### src/hdl/rcd_pkg.sv
package rcd_pkg;

    localparam int COUNT_W   = 24;
    localparam int BLOCK_MAX = 32;
    localparam int RES_CAP   = 64;
    localparam int CNT_W     = $clog2(RES_CAP + 1);
    localparam int CODE_W    = 5;
    localparam int RAW_W     = 32;
    localparam int HDR_BYTES = 4;
    localparam int CFG_IDX_W = 2;

    localparam logic [CODE_W-1:0] CODE_ZERO = 5'd0;
    localparam logic [CODE_W-1:0] CODE_RAW  = 5'd27;

    localparam logic [CFG_IDX_W-1:0] REG_PIXEL_COUNT = 2'd0;
    localparam logic [CFG_IDX_W-1:0] REG_BLOCK_SIZE  = 2'd1;

    localparam logic [2:0] ST_RUNNING   = 3'd0;
    localparam logic [2:0] ST_DONE      = 3'd1;
    localparam logic [2:0] ST_OVERRUN   = 3'd2;
    localparam logic [2:0] ST_TRUNCATED = 3'd3;
    localparam logic [2:0] ST_TRAILING  = 3'd4;

    typedef enum logic [2:0] {
        PH_HEADER,
        PH_CODE,
        PH_UNARY,
        PH_LOW,
        PH_RAW,
        PH_HALT
    } t_phase;

    typedef enum logic [2:0] {
        S_IDLE,
        S_RUN,
        S_ZREP,
        S_EMIT,
        S_END
    } t_step;

    typedef struct packed {
        logic [7:0] in_byte;
        logic       last_byte;
    } t_beat;

    typedef struct packed {
        logic [31:0] pixel;
        logic        pixel_valid;
        logic        run_last;
        logic [2:0]  status;
    } t_result;

    typedef struct packed {
        logic [COUNT_W-1:0] pixel_count;
        logic [5:0]         block_size;
    } t_cfg;

    function automatic logic [31:0] low_mask(input logic [5:0] w);
        logic [31:0] m;
        if (w >= 6'd32) begin
            m = '1;
        end else begin
            m = ~(32'hFFFF_FFFF << w[4:0]);
        end
        return m;
    endfunction

    function automatic logic [31:0] unzigzag(input logic [31:0] d);
        logic [31:0] h;
        h = d >> 1;
        return d[0] ? ~h : h;
    endfunction

    function automatic logic [5:0] block_len(input logic [COUNT_W-1:0] count,
                                             input logic [COUNT_W-1:0] done,
                                             input logic [5:0] bs);
        logic [5:0]         be;
        logic [COUNT_W-1:0] left;
        if (bs == 6'd0) begin
            be = 6'd1;
        end else if (bs > 6'(BLOCK_MAX)) begin
            be = 6'(BLOCK_MAX);
        end else begin
            be = bs;
        end
        left = count - done;
        return (left < COUNT_W'(be)) ? left[5:0] : be;
    endfunction

endpackage

### src/hdl/rcd_if.sv
interface rcd_in_if;
    logic       valid;
    logic       ready;
    logic [7:0] in_byte;
    logic       last_byte;
    modport source (output valid, output in_byte, output last_byte, input ready);
    modport sink (input valid, input in_byte, input last_byte, output ready);
endinterface

interface rcd_out_if;
    logic        valid;
    logic        ready;
    logic [31:0] pixel;
    logic        pixel_valid;
    logic        run_last;
    logic [2:0]  status;
    modport source (output valid, output pixel, output pixel_valid, output run_last,
                    output status, input ready);
    modport sink (input valid, input pixel, input pixel_valid, input run_last,
                  input status, output ready);
endinterface

interface rcd_cfg_if;
    logic        valid;
    logic        ready;
    logic [1:0]  index;
    logic [23:0] data;
    modport source (output valid, output index, output data, input ready);
    modport sink (input valid, input index, input data, output ready);
endinterface

### src/hdl/rcd_front.sv
module rcd_front (
    input  logic             i_clk,
    input  logic             i_rst_n,
    rcd_in_if.sink           i_in,
    rcd_cfg_if.sink          i_cfg,
    input  logic             i_pop,
    output logic             o_beat_valid,
    output rcd_pkg::t_beat   o_beat,
    output rcd_pkg::t_cfg    o_cfg
);
    import rcd_pkg::*;

    t_beat      r_mem [2];
    logic       r_wp, r_rp;
    logic [1:0] r_fill;
    t_cfg       r_cfg;
    logic       w_push;

    assign i_in.ready   = (r_fill != 2'd2);
    assign i_cfg.ready  = 1'b1;
    assign w_push       = i_in.valid && i_in.ready;
    assign o_beat_valid = (r_fill != 2'd0);
    assign o_beat       = r_mem[r_rp];
    assign o_cfg        = r_cfg;

    always_ff @(posedge i_clk) begin
        if (w_push) begin
            r_mem[r_wp] <= '{in_byte: i_in.in_byte, last_byte: i_in.last_byte};
        end
        if (!i_rst_n) begin
            r_wp   <= 1'b0;
            r_rp   <= 1'b0;
            r_fill <= 2'd0;
            r_cfg  <= '{pixel_count: COUNT_W'(1), block_size: 6'(BLOCK_MAX)};
        end else begin
            if (w_push) begin
                r_wp <= ~r_wp;
            end
            if (i_pop) begin
                r_rp <= ~r_rp;
            end
            r_fill <= r_fill + 2'(w_push) - 2'(i_pop);
            if (i_cfg.valid) begin
                case (i_cfg.index)
                    REG_PIXEL_COUNT: r_cfg.pixel_count <= i_cfg.data[COUNT_W-1:0];
                    REG_BLOCK_SIZE:  r_cfg.block_size  <= i_cfg.data[5:0];
                    default: ;
                endcase
            end
        end
    end
endmodule

### src/hdl/rcd_back.sv
module rcd_back (
    input  logic              i_clk,
    input  logic              i_rst_n,
    input  logic              i_beat_valid,
    input  rcd_pkg::t_beat    i_beat,
    output logic              o_pop,
    input  rcd_pkg::t_cfg     i_cfg,
    output logic              o_res_valid,
    output rcd_pkg::t_result  o_res,
    input  logic              i_res_free
);
    import rcd_pkg::*;

    t_phase             r_ph, n_ph;
    t_step              r_step, n_step;
    logic [31:0]        r_buf, n_buf;
    logic [5:0]         r_npend, n_npend;
    logic [31:0]        r_prev, n_prev;
    logic [2:0]         r_hdr, n_hdr;
    logic [COUNT_W-1:0] r_done, n_done;
    logic [5:0]         r_brem, n_brem;
    logic [4:0]         r_k, n_k;
    logic [31:0]        r_ucnt, n_ucnt;
    logic [39:0]        r_acc, n_acc;
    logic [5:0]         r_n, n_n;
    logic               r_last, n_last;
    logic               r_fin, n_fin;
    logic               r_halt, n_halt;
    logic               r_isrun, n_isrun;
    logic [5:0]         r_zrep, n_zrep;
    logic [CNT_W-1:0]   r_cnt, n_cnt;
    logic               r_pv, n_pv;
    logic [31:0]        r_ppix, n_ppix;
    logic [31:0]        r_diff, n_diff;

    logic        w_push_ok, w_push;
    logic [31:0] w_push_pix;
    logic [5:0]  w_width, w_shamt, w_bl;
    logic [31:0] w_field;
    logic [4:0]  w_code;
    logic [2:0]  w_status;
    logic        w_need;

    assign w_push_ok = (r_cnt == CNT_W'(RES_CAP)) || !r_pv || i_res_free;
    assign w_bl      = block_len(i_cfg.pixel_count, r_done, i_cfg.block_size);

    always_comb begin
        unique case (r_ph)
            PH_CODE:  w_width = 6'(CODE_W);
            PH_LOW:   w_width = {1'b0, r_k};
            PH_RAW:   w_width = 6'(RAW_W);
            default:  w_width = 6'd1;
        endcase
    end

    assign w_shamt = r_n - w_width;
    assign w_field = 32'(r_acc >> w_shamt) & low_mask(w_width);
    assign w_code  = w_field[4:0];

    always_comb begin
        n_ph = r_ph; n_step = r_step; n_buf = r_buf; n_npend = r_npend;
        n_prev = r_prev; n_hdr = r_hdr; n_done = r_done; n_brem = r_brem;
        n_k = r_k; n_ucnt = r_ucnt; n_acc = r_acc; n_n = r_n; n_last = r_last;
        n_fin = r_fin; n_halt = r_halt; n_isrun = r_isrun; n_zrep = r_zrep;
        n_cnt = r_cnt; n_pv = r_pv; n_ppix = r_ppix; n_diff = r_diff;
        o_pop = 1'b0; o_res_valid = 1'b0; o_res = '0;
        w_push = 1'b0; w_push_pix = r_prev;
        w_status = ST_RUNNING; w_need = 1'b0;

        unique case (r_step)
            S_IDLE: begin
                if (i_beat_valid) begin
                    o_pop = 1'b1;
                    n_last = i_beat.last_byte;
                    n_fin = 1'b0; n_halt = 1'b0; n_isrun = 1'b0;
                    n_cnt = '0; n_pv = 1'b0;
                    n_step = S_END;
                    if (r_ph == PH_HALT) begin
                        n_halt = 1'b1;
                        n_fin  = 1'b1;
                    end else if (r_ph == PH_HEADER) begin
                        n_prev = {r_prev[23:0], i_beat.in_byte};
                        n_hdr  = r_hdr + 3'd1;
                        if (n_hdr >= 3'(HDR_BYTES)) begin
                            n_ph = PH_CODE; n_buf = '0; n_npend = '0;
                            n_fin = (r_done == i_cfg.pixel_count);
                        end
                    end else begin
                        n_acc = {r_buf, i_beat.in_byte};
                        n_n = r_npend + 6'd8;
                        n_isrun = 1'b1;
                        n_step = S_RUN;
                    end
                end
            end
            S_RUN: begin
                if (r_fin) begin
                    n_step = S_END;
                end else begin
                    unique case (r_ph)
                        PH_CODE: begin
                            if (r_n < w_width) begin
                                n_step = S_END;
                            end else begin
                                n_n = w_shamt;
                                n_fin = (r_done == i_cfg.pixel_count);
                                if (w_code == CODE_ZERO) begin
                                    if (w_bl != 6'd0) begin
                                        n_zrep = w_bl; n_fin = 1'b0; n_step = S_ZREP;
                                    end
                                end else if (w_code < CODE_RAW) begin
                                    n_k = w_code - 5'd1; n_brem = w_bl;
                                    n_ucnt = '0; n_ph = PH_UNARY;
                                end else if (w_code == CODE_RAW) begin
                                    n_brem = w_bl; n_ph = PH_RAW;
                                end
                            end
                        end
                        PH_UNARY: begin
                            if (r_n == 6'd0) begin
                                n_step = S_END;
                            end else begin
                                n_n = w_shamt;
                                if (w_field[0]) n_ph = PH_LOW;
                                else n_ucnt = r_ucnt + 32'd1;
                            end
                        end
                        PH_LOW, PH_RAW: begin
                            if (r_n < w_width) begin
                                n_step = S_END;
                            end else begin
                                n_n = w_shamt;
                                n_brem = r_brem - 6'd1;
                                if (r_ph == PH_LOW) begin
                                    n_diff = (r_ucnt << r_k) + w_field;
                                    n_ucnt = '0;
                                    n_ph = (n_brem != 6'd0) ? PH_UNARY : PH_CODE;
                                end else begin
                                    n_diff = w_field;
                                    n_ph = (n_brem != 6'd0) ? PH_RAW : PH_CODE;
                                end
                                n_step = S_EMIT;
                            end
                        end
                        default: n_step = S_END;
                    endcase
                end
            end
            S_ZREP: begin
                if (w_push_ok) begin
                    w_push = 1'b1; w_push_pix = r_prev;
                    n_done = r_done + COUNT_W'(1);
                    n_zrep = r_zrep - 6'd1;
                    if (r_zrep == 6'd1) begin
                        n_step = S_RUN;
                        n_fin = (n_done == i_cfg.pixel_count);
                    end
                end
            end
            S_EMIT: begin
                if (w_push_ok) begin
                    w_push_pix = r_prev + unzigzag(r_diff);
                    w_push = 1'b1;
                    n_prev = w_push_pix;
                    n_done = r_done + COUNT_W'(1);
                    n_fin = (n_done == i_cfg.pixel_count);
                    n_step = S_RUN;
                end
            end
            S_END: begin
                if (r_halt) w_status = ST_OVERRUN;
                else if (r_fin) w_status = r_last ? ST_DONE : ST_TRAILING;
                else if (r_last) w_status = ST_TRUNCATED;
                w_need = r_pv || (w_status != ST_RUNNING);
                if (!w_need || i_res_free) begin
                    o_res_valid = w_need;
                    o_res = '{pixel: r_pv ? r_ppix : 32'd0, pixel_valid: r_pv,
                              run_last: 1'b1, status: w_status};
                    n_pv = 1'b0;
                    if (r_isrun) begin
                        n_npend = r_n;
                        n_buf = r_acc[31:0] & low_mask(r_n);
                    end
                    if (r_fin && !r_last) begin
                        n_ph = PH_HALT;
                    end else if (r_last) begin
                        n_buf = '0; n_npend = '0; n_prev = '0; n_hdr = '0;
                        n_done = '0; n_brem = '0; n_k = '0; n_ucnt = '0;
                        n_ph = PH_HEADER;
                    end
                    n_step = S_IDLE;
                end
            end
            default: n_step = S_IDLE;
        endcase

        // Hold the newest pixel back so the byte's final beat can carry status.
        if (w_push && (r_cnt != CNT_W'(RES_CAP))) begin
            if (r_pv) begin
                o_res_valid = 1'b1;
                o_res = '{pixel: r_ppix, pixel_valid: 1'b1, run_last: 1'b0,
                          status: ST_RUNNING};
            end
            n_pv = 1'b1;
            n_ppix = w_push_pix;
            n_cnt = r_cnt + CNT_W'(1);
        end
    end

    always_ff @(posedge i_clk) begin
        r_acc <= n_acc; r_n <= n_n; r_zrep <= n_zrep;
        r_ppix <= n_ppix; r_diff <= n_diff; r_last <= n_last;
        r_isrun <= n_isrun; r_halt <= n_halt;
        if (!i_rst_n) begin
            r_ph <= PH_HEADER; r_step <= S_IDLE; r_buf <= '0; r_npend <= '0;
            r_prev <= '0; r_hdr <= '0; r_done <= '0; r_brem <= '0; r_k <= '0;
            r_ucnt <= '0; r_fin <= 1'b0; r_cnt <= '0; r_pv <= 1'b0;
        end else begin
            r_ph <= n_ph; r_step <= n_step; r_buf <= n_buf; r_npend <= n_npend;
            r_prev <= n_prev; r_hdr <= n_hdr; r_done <= n_done; r_brem <= n_brem;
            r_k <= n_k; r_ucnt <= n_ucnt; r_fin <= n_fin; r_cnt <= n_cnt;
            r_pv <= n_pv;
        end
    end
endmodule

### src/hdl/rcd_out.sv
module rcd_out (
    input  logic              i_clk,
    input  logic              i_rst_n,
    input  logic              i_res_valid,
    input  rcd_pkg::t_result  i_res,
    output logic              o_free,
    rcd_out_if.source         o_out
);
    import rcd_pkg::*;

    logic    r_valid;
    t_result r_res;

    assign o_free            = !r_valid || o_out.ready;
    assign o_out.valid       = r_valid;
    assign o_out.pixel       = r_res.pixel;
    assign o_out.pixel_valid = r_res.pixel_valid;
    assign o_out.run_last    = r_res.run_last;
    assign o_out.status      = r_res.status;

    always_ff @(posedge i_clk) begin
        if (i_res_valid && o_free) begin
            r_res <= i_res;
        end
        if (!i_rst_n) begin
            r_valid <= 1'b0;
        end else if (o_free) begin
            r_valid <= i_res_valid;
        end
    end
endmodule

### src/hdl/rice_decoder_32bit_unit.sv
// Rice decoder for 32-bit pixels, one compressed byte per input beat.
// A header byte goes from the idle step to the end step; a stream byte goes through run
// steps (codes, unary bits, low/raw fields), emit or zero-run steps, then the end step.
// Throughput: the single-step decode engine gives one bit-field or pixel per cycle; pixels wait on a full output.
// A two-beat queue lets bytes be taken while the engine or the output is busy.
// Reset (synchronous, active low) clears the stream state; pixel_count is 1, block_size 32.
module rice_decoder_32bit_unit (
    input  logic       i_clk,
    input  logic       i_rst_n,
    rcd_in_if.sink     i_in,
    rcd_cfg_if.sink    i_cfg,
    rcd_out_if.source  o_out
);
    import rcd_pkg::*;

    logic    w_pop, w_beat_valid, w_res_valid, w_free;
    t_beat   w_beat;
    t_cfg    w_cfg;
    t_result w_res;

    rcd_front u_front (
        .i_clk        (i_clk),
        .i_rst_n      (i_rst_n),
        .i_in         (i_in),
        .i_cfg        (i_cfg),
        .i_pop        (w_pop),
        .o_beat_valid (w_beat_valid),
        .o_beat       (w_beat),
        .o_cfg        (w_cfg)
    );

    rcd_back u_back (
        .i_clk        (i_clk),
        .i_rst_n      (i_rst_n),
        .i_beat_valid (w_beat_valid),
        .i_beat       (w_beat),
        .o_pop        (w_pop),
        .i_cfg        (w_cfg),
        .o_res_valid  (w_res_valid),
        .o_res        (w_res),
        .i_res_free   (w_free)
    );

    rcd_out u_out (
        .i_clk       (i_clk),
        .i_rst_n     (i_rst_n),
        .i_res_valid (w_res_valid),
        .i_res       (w_res),
        .o_free      (w_free),
        .o_out       (o_out)
    );
endmodule
### src/flat_wrapper.sv
// flat-port wrapper written by rule: the top's interface ports become plain ports
module rice_decoder_32bit_unit_flat import rcd_pkg::*;
  (i_clk, i_rst_n, i_in_valid, i_in_in_byte, i_in_last_byte, i_in_ready, i_cfg_valid, i_cfg_index, i_cfg_data, i_cfg_ready, o_out_valid, o_out_pixel, o_out_pixel_valid, o_out_run_last, o_out_status, o_out_ready);
  rcd_in_if i_in_i ();
  rcd_cfg_if i_cfg_i ();
  rcd_out_if o_out_i ();
  input  logic i_clk;
  input  logic i_rst_n;
  input wire logic [$bits(i_in_i.valid)-1:0] i_in_valid;
  input wire logic [$bits(i_in_i.in_byte)-1:0] i_in_in_byte;
  input wire logic [$bits(i_in_i.last_byte)-1:0] i_in_last_byte;
  output wire logic [$bits(i_in_i.ready)-1:0] i_in_ready;
  input wire logic [$bits(i_cfg_i.valid)-1:0] i_cfg_valid;
  input wire logic [$bits(i_cfg_i.index)-1:0] i_cfg_index;
  input wire logic [$bits(i_cfg_i.data)-1:0] i_cfg_data;
  output wire logic [$bits(i_cfg_i.ready)-1:0] i_cfg_ready;
  output wire logic [$bits(o_out_i.valid)-1:0] o_out_valid;
  output wire logic [$bits(o_out_i.pixel)-1:0] o_out_pixel;
  output wire logic [$bits(o_out_i.pixel_valid)-1:0] o_out_pixel_valid;
  output wire logic [$bits(o_out_i.run_last)-1:0] o_out_run_last;
  output wire logic [$bits(o_out_i.status)-1:0] o_out_status;
  input wire logic [$bits(o_out_i.ready)-1:0] o_out_ready;
  assign i_in_i.valid = i_in_valid;
  assign i_in_i.in_byte = i_in_in_byte;
  assign i_in_i.last_byte = i_in_last_byte;
  assign i_in_ready = i_in_i.ready;
  assign i_cfg_i.valid = i_cfg_valid;
  assign i_cfg_i.index = i_cfg_index;
  assign i_cfg_i.data = i_cfg_data;
  assign i_cfg_ready = i_cfg_i.ready;
  assign o_out_valid = o_out_i.valid;
  assign o_out_pixel = o_out_i.pixel;
  assign o_out_pixel_valid = o_out_i.pixel_valid;
  assign o_out_run_last = o_out_i.run_last;
  assign o_out_status = o_out_i.status;
  assign o_out_i.ready = o_out_ready;
  rice_decoder_32bit_unit u_core (.i_clk(i_clk), .i_rst_n(i_rst_n), .i_in(i_in_i), .i_cfg(i_cfg_i), .o_out(o_out_i));
endmodule
### config.mk
export PLATFORM = sky130hd
export DESIGN_NAME = rice_decoder_32bit_unit_flat
export DESIGN_NICKNAME = d
export VERILOG_FILES = /design/src/hdl/rcd_pkg.sv /design/src/hdl/rcd_if.sv /design/src/hdl/rcd_front.sv /design/src/hdl/rcd_back.sv /design/src/hdl/rcd_out.sv /design/src/hdl/rice_decoder_32bit_unit.sv /design/src/flat_wrapper.sv
export SDC_FILE = /design/constraint.sdc
export NUM_CORES = 1
export LEC_CHECK = 0
export BUFFER_PORTS_ARGS = -buffer_cell sky130_fd_sc_hd__buf_2
export CORE_MARGIN = 5
export CORE_UTILIZATION = 25
export DETAILED_ROUTE_END_ITERATION = 16
export GPL_TIMING_DRIVEN = 0
export SYNTH_ARGS = -nofsm -noshare
export SYNTH_HDL_FRONTEND = slang
export SYNTH_SLANG_ARGS = --single-unit
### constraint.sdc
create_clock -name i_clk -period 6.93 [get_ports i_clk]
set_input_delay 2.079 -clock i_clk [delete_from_list [all_inputs] [get_ports i_clk]]
set_output_delay 2.079 -clock i_clk [all_outputs]
set_load 0.02 [all_outputs]
Word level (Yosys, flattened, before mapping)
Memories as Yosys holds them, arrays and structs flattened. A register that Yosys moved wholly into a read port is not among the register bits.
Index checks and enable logic that the tools add are counted.

cells by class
  add/sub/neg operators = 14
  multiply operators = 0
  divide/modulo/power cells = 0
  magnitude comparators = 7
  equal/unequal tests = 55
  shifts and indexed selects = 4
  multiplexer cells = 173
  bitwise operators = 11
  reduce and logical (&&, ||, !) cells = 56

operators with widths
  operator                                           number
  2-to-1 mux 32 bit                                  32
  2-to-1 mux 6 bit                                   32
  one-hot mux 32 bit (3 select lines)                2
  2-to-1 mux 37 bit                                  4
  one-hot mux 32 bit (2 select lines)                2
  2-to-1 mux 3 bit                                   39
  2-to-1 mux 24 bit                                  4
  one-hot mux 6 bit (2 select lines)                 6
  adder 32 bit                                       2
  AND 32 bit                                         2
  inverter 32 bit                                    2
  left shift 32 x 5 -> 32 bit, first input constant  2
  equality test 24 bit                               2
  one-hot mux 24 bit (2 select lines)                1
  2-to-1 mux 5 bit                                   8
  >> shifter 40 x 6 -> 32 bit                        1
  inequality test 2 bit, second input constant       18
  inequality test 3 bit, second input constant       12
  adder 32 x 1 -> 32 bit, second input constant      1
  inverter 31 -> 32 bit                              1
  left shift 32 x 5 -> 32 bit                        1
  2-to-1 mux 1 bit                                   29
  one-hot mux 3 bit (3 select lines)                 3
  adder 24 x 1 -> 24 bit, second input constant      1
  other kinds (61)                                   113

word-level totals
  register bits after elaboration = 346
  bits in latches = 0
  bits in writable memories = 18
  bits in read-only memories = 0
  input port bits = 40
  output and inout bits = 40
  memories kept = 1

memories
  name                  depth  width  rd ports  clocked after memory_dff  wr ports  RTL line         source
  u_core.u_front.r_mem  2      9      1         1                         1         rcd_front.sv:13  t_beat r_mem [2];

Depth between registers and ports, before layout
  word-level depth = 16
  gate-level depth with buffers = 30
  depth with buffers taken out = 26

Hierarchy
A second synthesis with hierarchy kept.

unflattened totals
  cells, all modules = 3127
  area total of the unflattened synthesis = 26349.0 um^2

by module, submodules not included
  module     instances  cells an instance  area an instance (um^2)  seq. area each (um^2)
  rcd_back   1          2900               23198.5                  6676.4
  rcd_front  1          185                1981.9                   1241.2
  rcd_out    1          42                 1168.6                   1131.1

Worst setup path after synthesis
OpenSTA, ideal clock, no wires.

  path kind = reg-to-reg
  start point = reg u_core.u_back.r_k[0]
  end point = reg u_core.u_back.r_diff[30], data pin
  setup time = 260 ps
  arrival = 6534 ps
  data required time = 6670 ps
  slack = 137 ps
  stages on the path, launching flop included = 28
  buffers on the path = 4
  cells stage by stage = dfxtp_1 buf_1 inv_1 clkbuf_1 a21oi_1 ha_1 inv_1 fa_1 buf_2 buf_2 mux4_2 mux4_2 a22o_2 nor2_8 inv_2 ha_1 fa_1 a21o_1 a21oi_1 o21ai_0 a21o_1 o22ai_1 o211a_1 o31ai_1 a211o_1 a31oi_1 xnor2_1 mux2_2

between the ends
  longest elaborated chain between the ends = 7

ends and longest elaborated chain
  what                                                  RTL line         source
  start, declared                                       rcd_back.sv:22   logic [4:0] r_k, n_k;
  start signal, assigned                                rcd_back.sv:221  r_k <= n_k; r_ucnt <= n_ucnt; r_fin <= n_fin; r_cnt <= n_cnt;
  branches (longest 6 deep; another with adder 32 bit)  n/a
  2-to-1 mux 32 bit *                                   rcd_back.sv:134  if (r_ph == PH_LOW) begin
  end signal, assigned                                  rcd_back.sv:212  r_ppix <= n_ppix; r_diff <= n_diff; r_last <= n_last;
  end, declared                                         rcd_back.sv:34   logic [31:0] r_diff, n_diff;

Every way passes the cells marked *.
A chain may end at the register's enable or synchronous reset.

Worst setup path in the final report
  start point = reg u_core.u_back.r_k[1]
  end point = reg u_core.u_back.r_diff[30], data pin

The elaborated chain is that of the path after synthesis.

==> metrics.md <==
| Metric | Value |
|---|---|
| Reg area | `a little over 9000 um^2` |
| Worst r2r src | `u_core.u_back.r_k[1]$_SDFFE_PN0P_` |
| CP Launch Point | `u_core.u_back.r_k[1]$_SDFFE_PN0P_` |
| Routed WL | `84200 um` |
| Die Wd | `330 um` |
| Crit-path max FO | `19` |
| Final GP Congestion | `between 0.9 and 1` |
| Input/output buffers | `77` |
| Post-route ant nets | `0` |
| Global route overflow | `0` |
| Syn Area/Cell | `about 8.4 um^2` |
| Seq/Total Area, Yosys | `0.354` |
| Synth unique cells | `90` |
| Core area | `102000 um^2` |
| Final worst-path cycle share | `0.967` |
| Clock Latency Late Sink | `0.59 ns` |
| Largest net degree at the start of global routing | `42` |
| Max_cap viols | `0` |
| Worst vdd ir | `around 240 uV` |
| Vias/cell | `~5.2` |
| Leading cell types in the layout, fill and taps excluded | `nand2_1 (435), a21oi_1 (298), nor2_1 (282), dfxtp_1 (186), o21ai_0 (176)` |
| Area Overhead vs Synth | `15.1%` |
| # DRC | `0` |
| CP max stage cell | `fa_1` |
| Worst-Margin Slew | `just under 1 ns` |
| 1st-iter DRT viols | `2327` |
| Max frequency | `149 MHz` |
| WL/cell | `18.4 um` |
| Crit start category | `flop` |
| DR vias | `23600` |
| Status | `completed` |
| Die area | `109000 um^2` |
| H-tree depth | `2` |
| Initial Util | `0.251` |
| Syn_nets | `3191` |
| # clock sinks | `365` |
| DP Cell Count | `approximately 4500` |
| I/O pins | `80` |
| Fin crit period | `6.70 ns` |
| Tot Pwr | `between 10 and 15 mW` |
| Crit-path cells | `clkbuf_2, nand2_1, fa_1, buf_6, buf_6, mux4_2, mux4_2, a22o_2, nor2_8, inv_2, ha_1, fa_1, a21o_1, a21oi_2, o21ai_0, a21o_1, o22ai_4, o211a_1, o31ai_2, a211o_1, a31oi_1, xnor2_1, mux2_2` |
| YS warnings | `0` |
| Worst EP required | `roughly 7.3 ns` |
| Layout cells sized above 1 | `0.103` |
| Synth Cell Area | `approximately 26000 um^2` |
| Max-slew violations | `0` |
| Number of global-route vias before repair | `roughly 22000` |
| Post-synth EDFFs | `~170` |
| Die H | `about 330 um` |
| Commonest non-fill, non-tap cell in the layout | `nand2_1` |
| Min-delay src | `u_core.u_back.r_buf[21]$_SDFFE_PN0P_` |
| Multi-input logic area | `15600 um^2` |
| Fill cells | `10900` |
| GRT Overall Usage | `0.149` |
| CTS buffer count | `42` |
| Top_reg_cell synth | `dfxtp_1` |
| Pwr dens | `348 nW/um^2` |
| Clock tree from TritonCTS | `yes` |
| Min-delay worst type | `reg2reg` |
| Post-synthesis async set-or-reset flop share | `0` |
| #FFs+latches synth | `365` |
| First-pass GRT wire length | `about 130000 um` |
| Hold WS | `0.415 ns` |
| Fin area | `about 29000 um^2` |
| Finished Layout Cells | `4571` |
| Area after DPL | `between 20000 and 30000 um^2` |
| DRT Pass-1 Iters | `6` |
| Initial antenna violation count | `3` |
| Clock Path Buffers | `3` |
| Post-layout util | `0.289` |
| Clock skew | `0.0441 ns` |
| DP HPWL | `65800 um` |
| Crit path DAT | `approximately 7.0 ns` |
| Pleak | `11.0 nW` |
| Setup-failing EPs final | `0` |
| Setup CP Type | `reg2reg` |
| Row count | `between 100 and 150` |
| Fin. Hold Viols | `0` |
| Slowest cell delay on critical path | `0.64 ns` |
| Worst slew margin | `0.338` |
| Crit end category | `flop` |
| Clock transition at the registers of the reported paths | `0.07 ns` |
| Cells after Synth | `roughly 3000` |
| Nets | `3322` |
| Root buf cell | `clkbuf_16` |
-- synth_stat cells, drive strengths merged (10+ instances only) --
cell     instances  area, um^2
edfxtp         174        5230
o21ai          185         930
nor4            27         169
mux2            29         327
xor2            76         666
xnor2           79         699
nand4           37         231
nand3           69         345
nor2           288        1100
a22oi           12        90.1
nor2b           23         144
ha             111        1390
o211ai          26         200
a211oi          51         383
inv             87         327
mux2i           68         681
a2111oi         13         114
a31oi           30         194
o21bai          14         105
o22ai           10        62.6
mux4            44         991
and2            58         363
o21a            33         248
buf             44         233
o31ai           19         143
a21oi          301        1520
nand2          435        1630
nand2b          25         156
dfxtp          191        3820
clkbuf         133         499
or3             21         131
a21o            55         413
nor3            68         340
or2             12        75.1
a21boi          20         161
and3            41         257
-- per-stage QoR --
| stage | setup TNS [ns] | worst slack [ns] |
|---|---|---|
| floorplan | 0 | 0.137 |
| global placement | -52.95 | -1.52 |
| detailed placement | -15.47 | -1.51 |
| CTS | 0 | 0.0368 |
| global route | -0.0753 | -0.0451 |
| finish | 0 | 0.232 |
-- timing repair --
| action | CTS | global route |
|---|---|---|
| hold buffers | 0 | 0 |
| cloned | 0 | 0 |
| gates resized for setup | 37 | 35 |
| setup buffers | 5 | 6 |
| pin swaps | 4 | 2 |
| setup endpoints to repair | 22 | 10 |
-- where the power goes --
| part | switching, mW | total [mW] | internal, mW |
|---|---|---|---|
| Sequential | 0.256 | 2.79 | 2.54 |
| Clock | 0.948 | 2.19 | 1.24 |
| Combinational | 3.27 | 5.23 | 1.96 |
| Total | 4.47 | 10.2 | 5.74 |
-- area by class of cell --
type,instances,area share
flip-flops and latches,365,0.308
multi-input cells,2406,0.532
clock buffers,63,0.0405
repair buffers,93,0.0181
diodes,2,0.000170
inverters,88,0.0114
clock inverters,15,0.00583
plain buffers,171,0.0257
well taps,1368,0.0583
-- flip-flops by register name, summed over array words and instances, names as in the netlist, 7 cells and up, named ones only --
name / count
u_core.u_back.r_acc: 40
u_core.u_back.r_buf: 32
u_core.u_back.r_cnt: 7
u_core.u_back.r_diff: 32
u_core.u_back.r_done: 24
u_core.u_back.r_ppix: 32
u_core.u_back.r_prev: 32
u_core.u_back.r_ucnt: 32
u_core.u_front.o_cfg: 30
u_core.u_front.r_mem: 18
u_core.u_out.o_out.pixel: 32
-- layer usage --
layer | vias to the layer above | wire (um) | GRT usage
met4 | 0 | 2280 | 0.0432
met5 | - | 0 | 0
met1 | 11200 | 37900 | 0.210
li1 | 11300 | - | -
met3 | 139 | 6830 | 0.0261
met2 | 958 | 37300 | 0.235
-- critical path: cells and delay by family, from the launching register on --
kind / cells / cell delay [ns]
xor+xnor: 1 / 0.08
buf+inv: 4 / 0.84
simple gates: 2 / 0.50
compound gates: 10 / 2.17
fa+ha+maj: 3 / 1.32
flops: 1 / 0.33
mux: 3 / 1.19
-- final timing paths --
path	end	slack, ns	depth (start not counted)
setup / recovery	u_core.u_back.r_diff[30]$_DFFE_PP_	0.23	23
hold / removal	u_core.u_back.r_acc[29]$_DFFE_PP_	0.41	0
setup reg to reg	u_core.u_back.r_diff[30]$_DFFE_PP_	0.23	23
hold reg to reg	u_core.u_back.r_acc[29]$_DFFE_PP_	0.41	0
-- cell families (layout without fill, tap and decap cells) --
family	count (synthesis)	count (layout)	share of synthesized area
and+or+nand+nor	1142	1142	0.206
AOI/OAI and AO/OA	852	852	0.208
DFF	365	365	0.354
buffers and inverters	265	430	0.0416
xor gates and xnor gates	155	155	0.0535
muxes	141	141	0.0783
adders and majority gates	115	115	0.0575
other	1	3	0.000147
(Power assumes the default switching activity.)
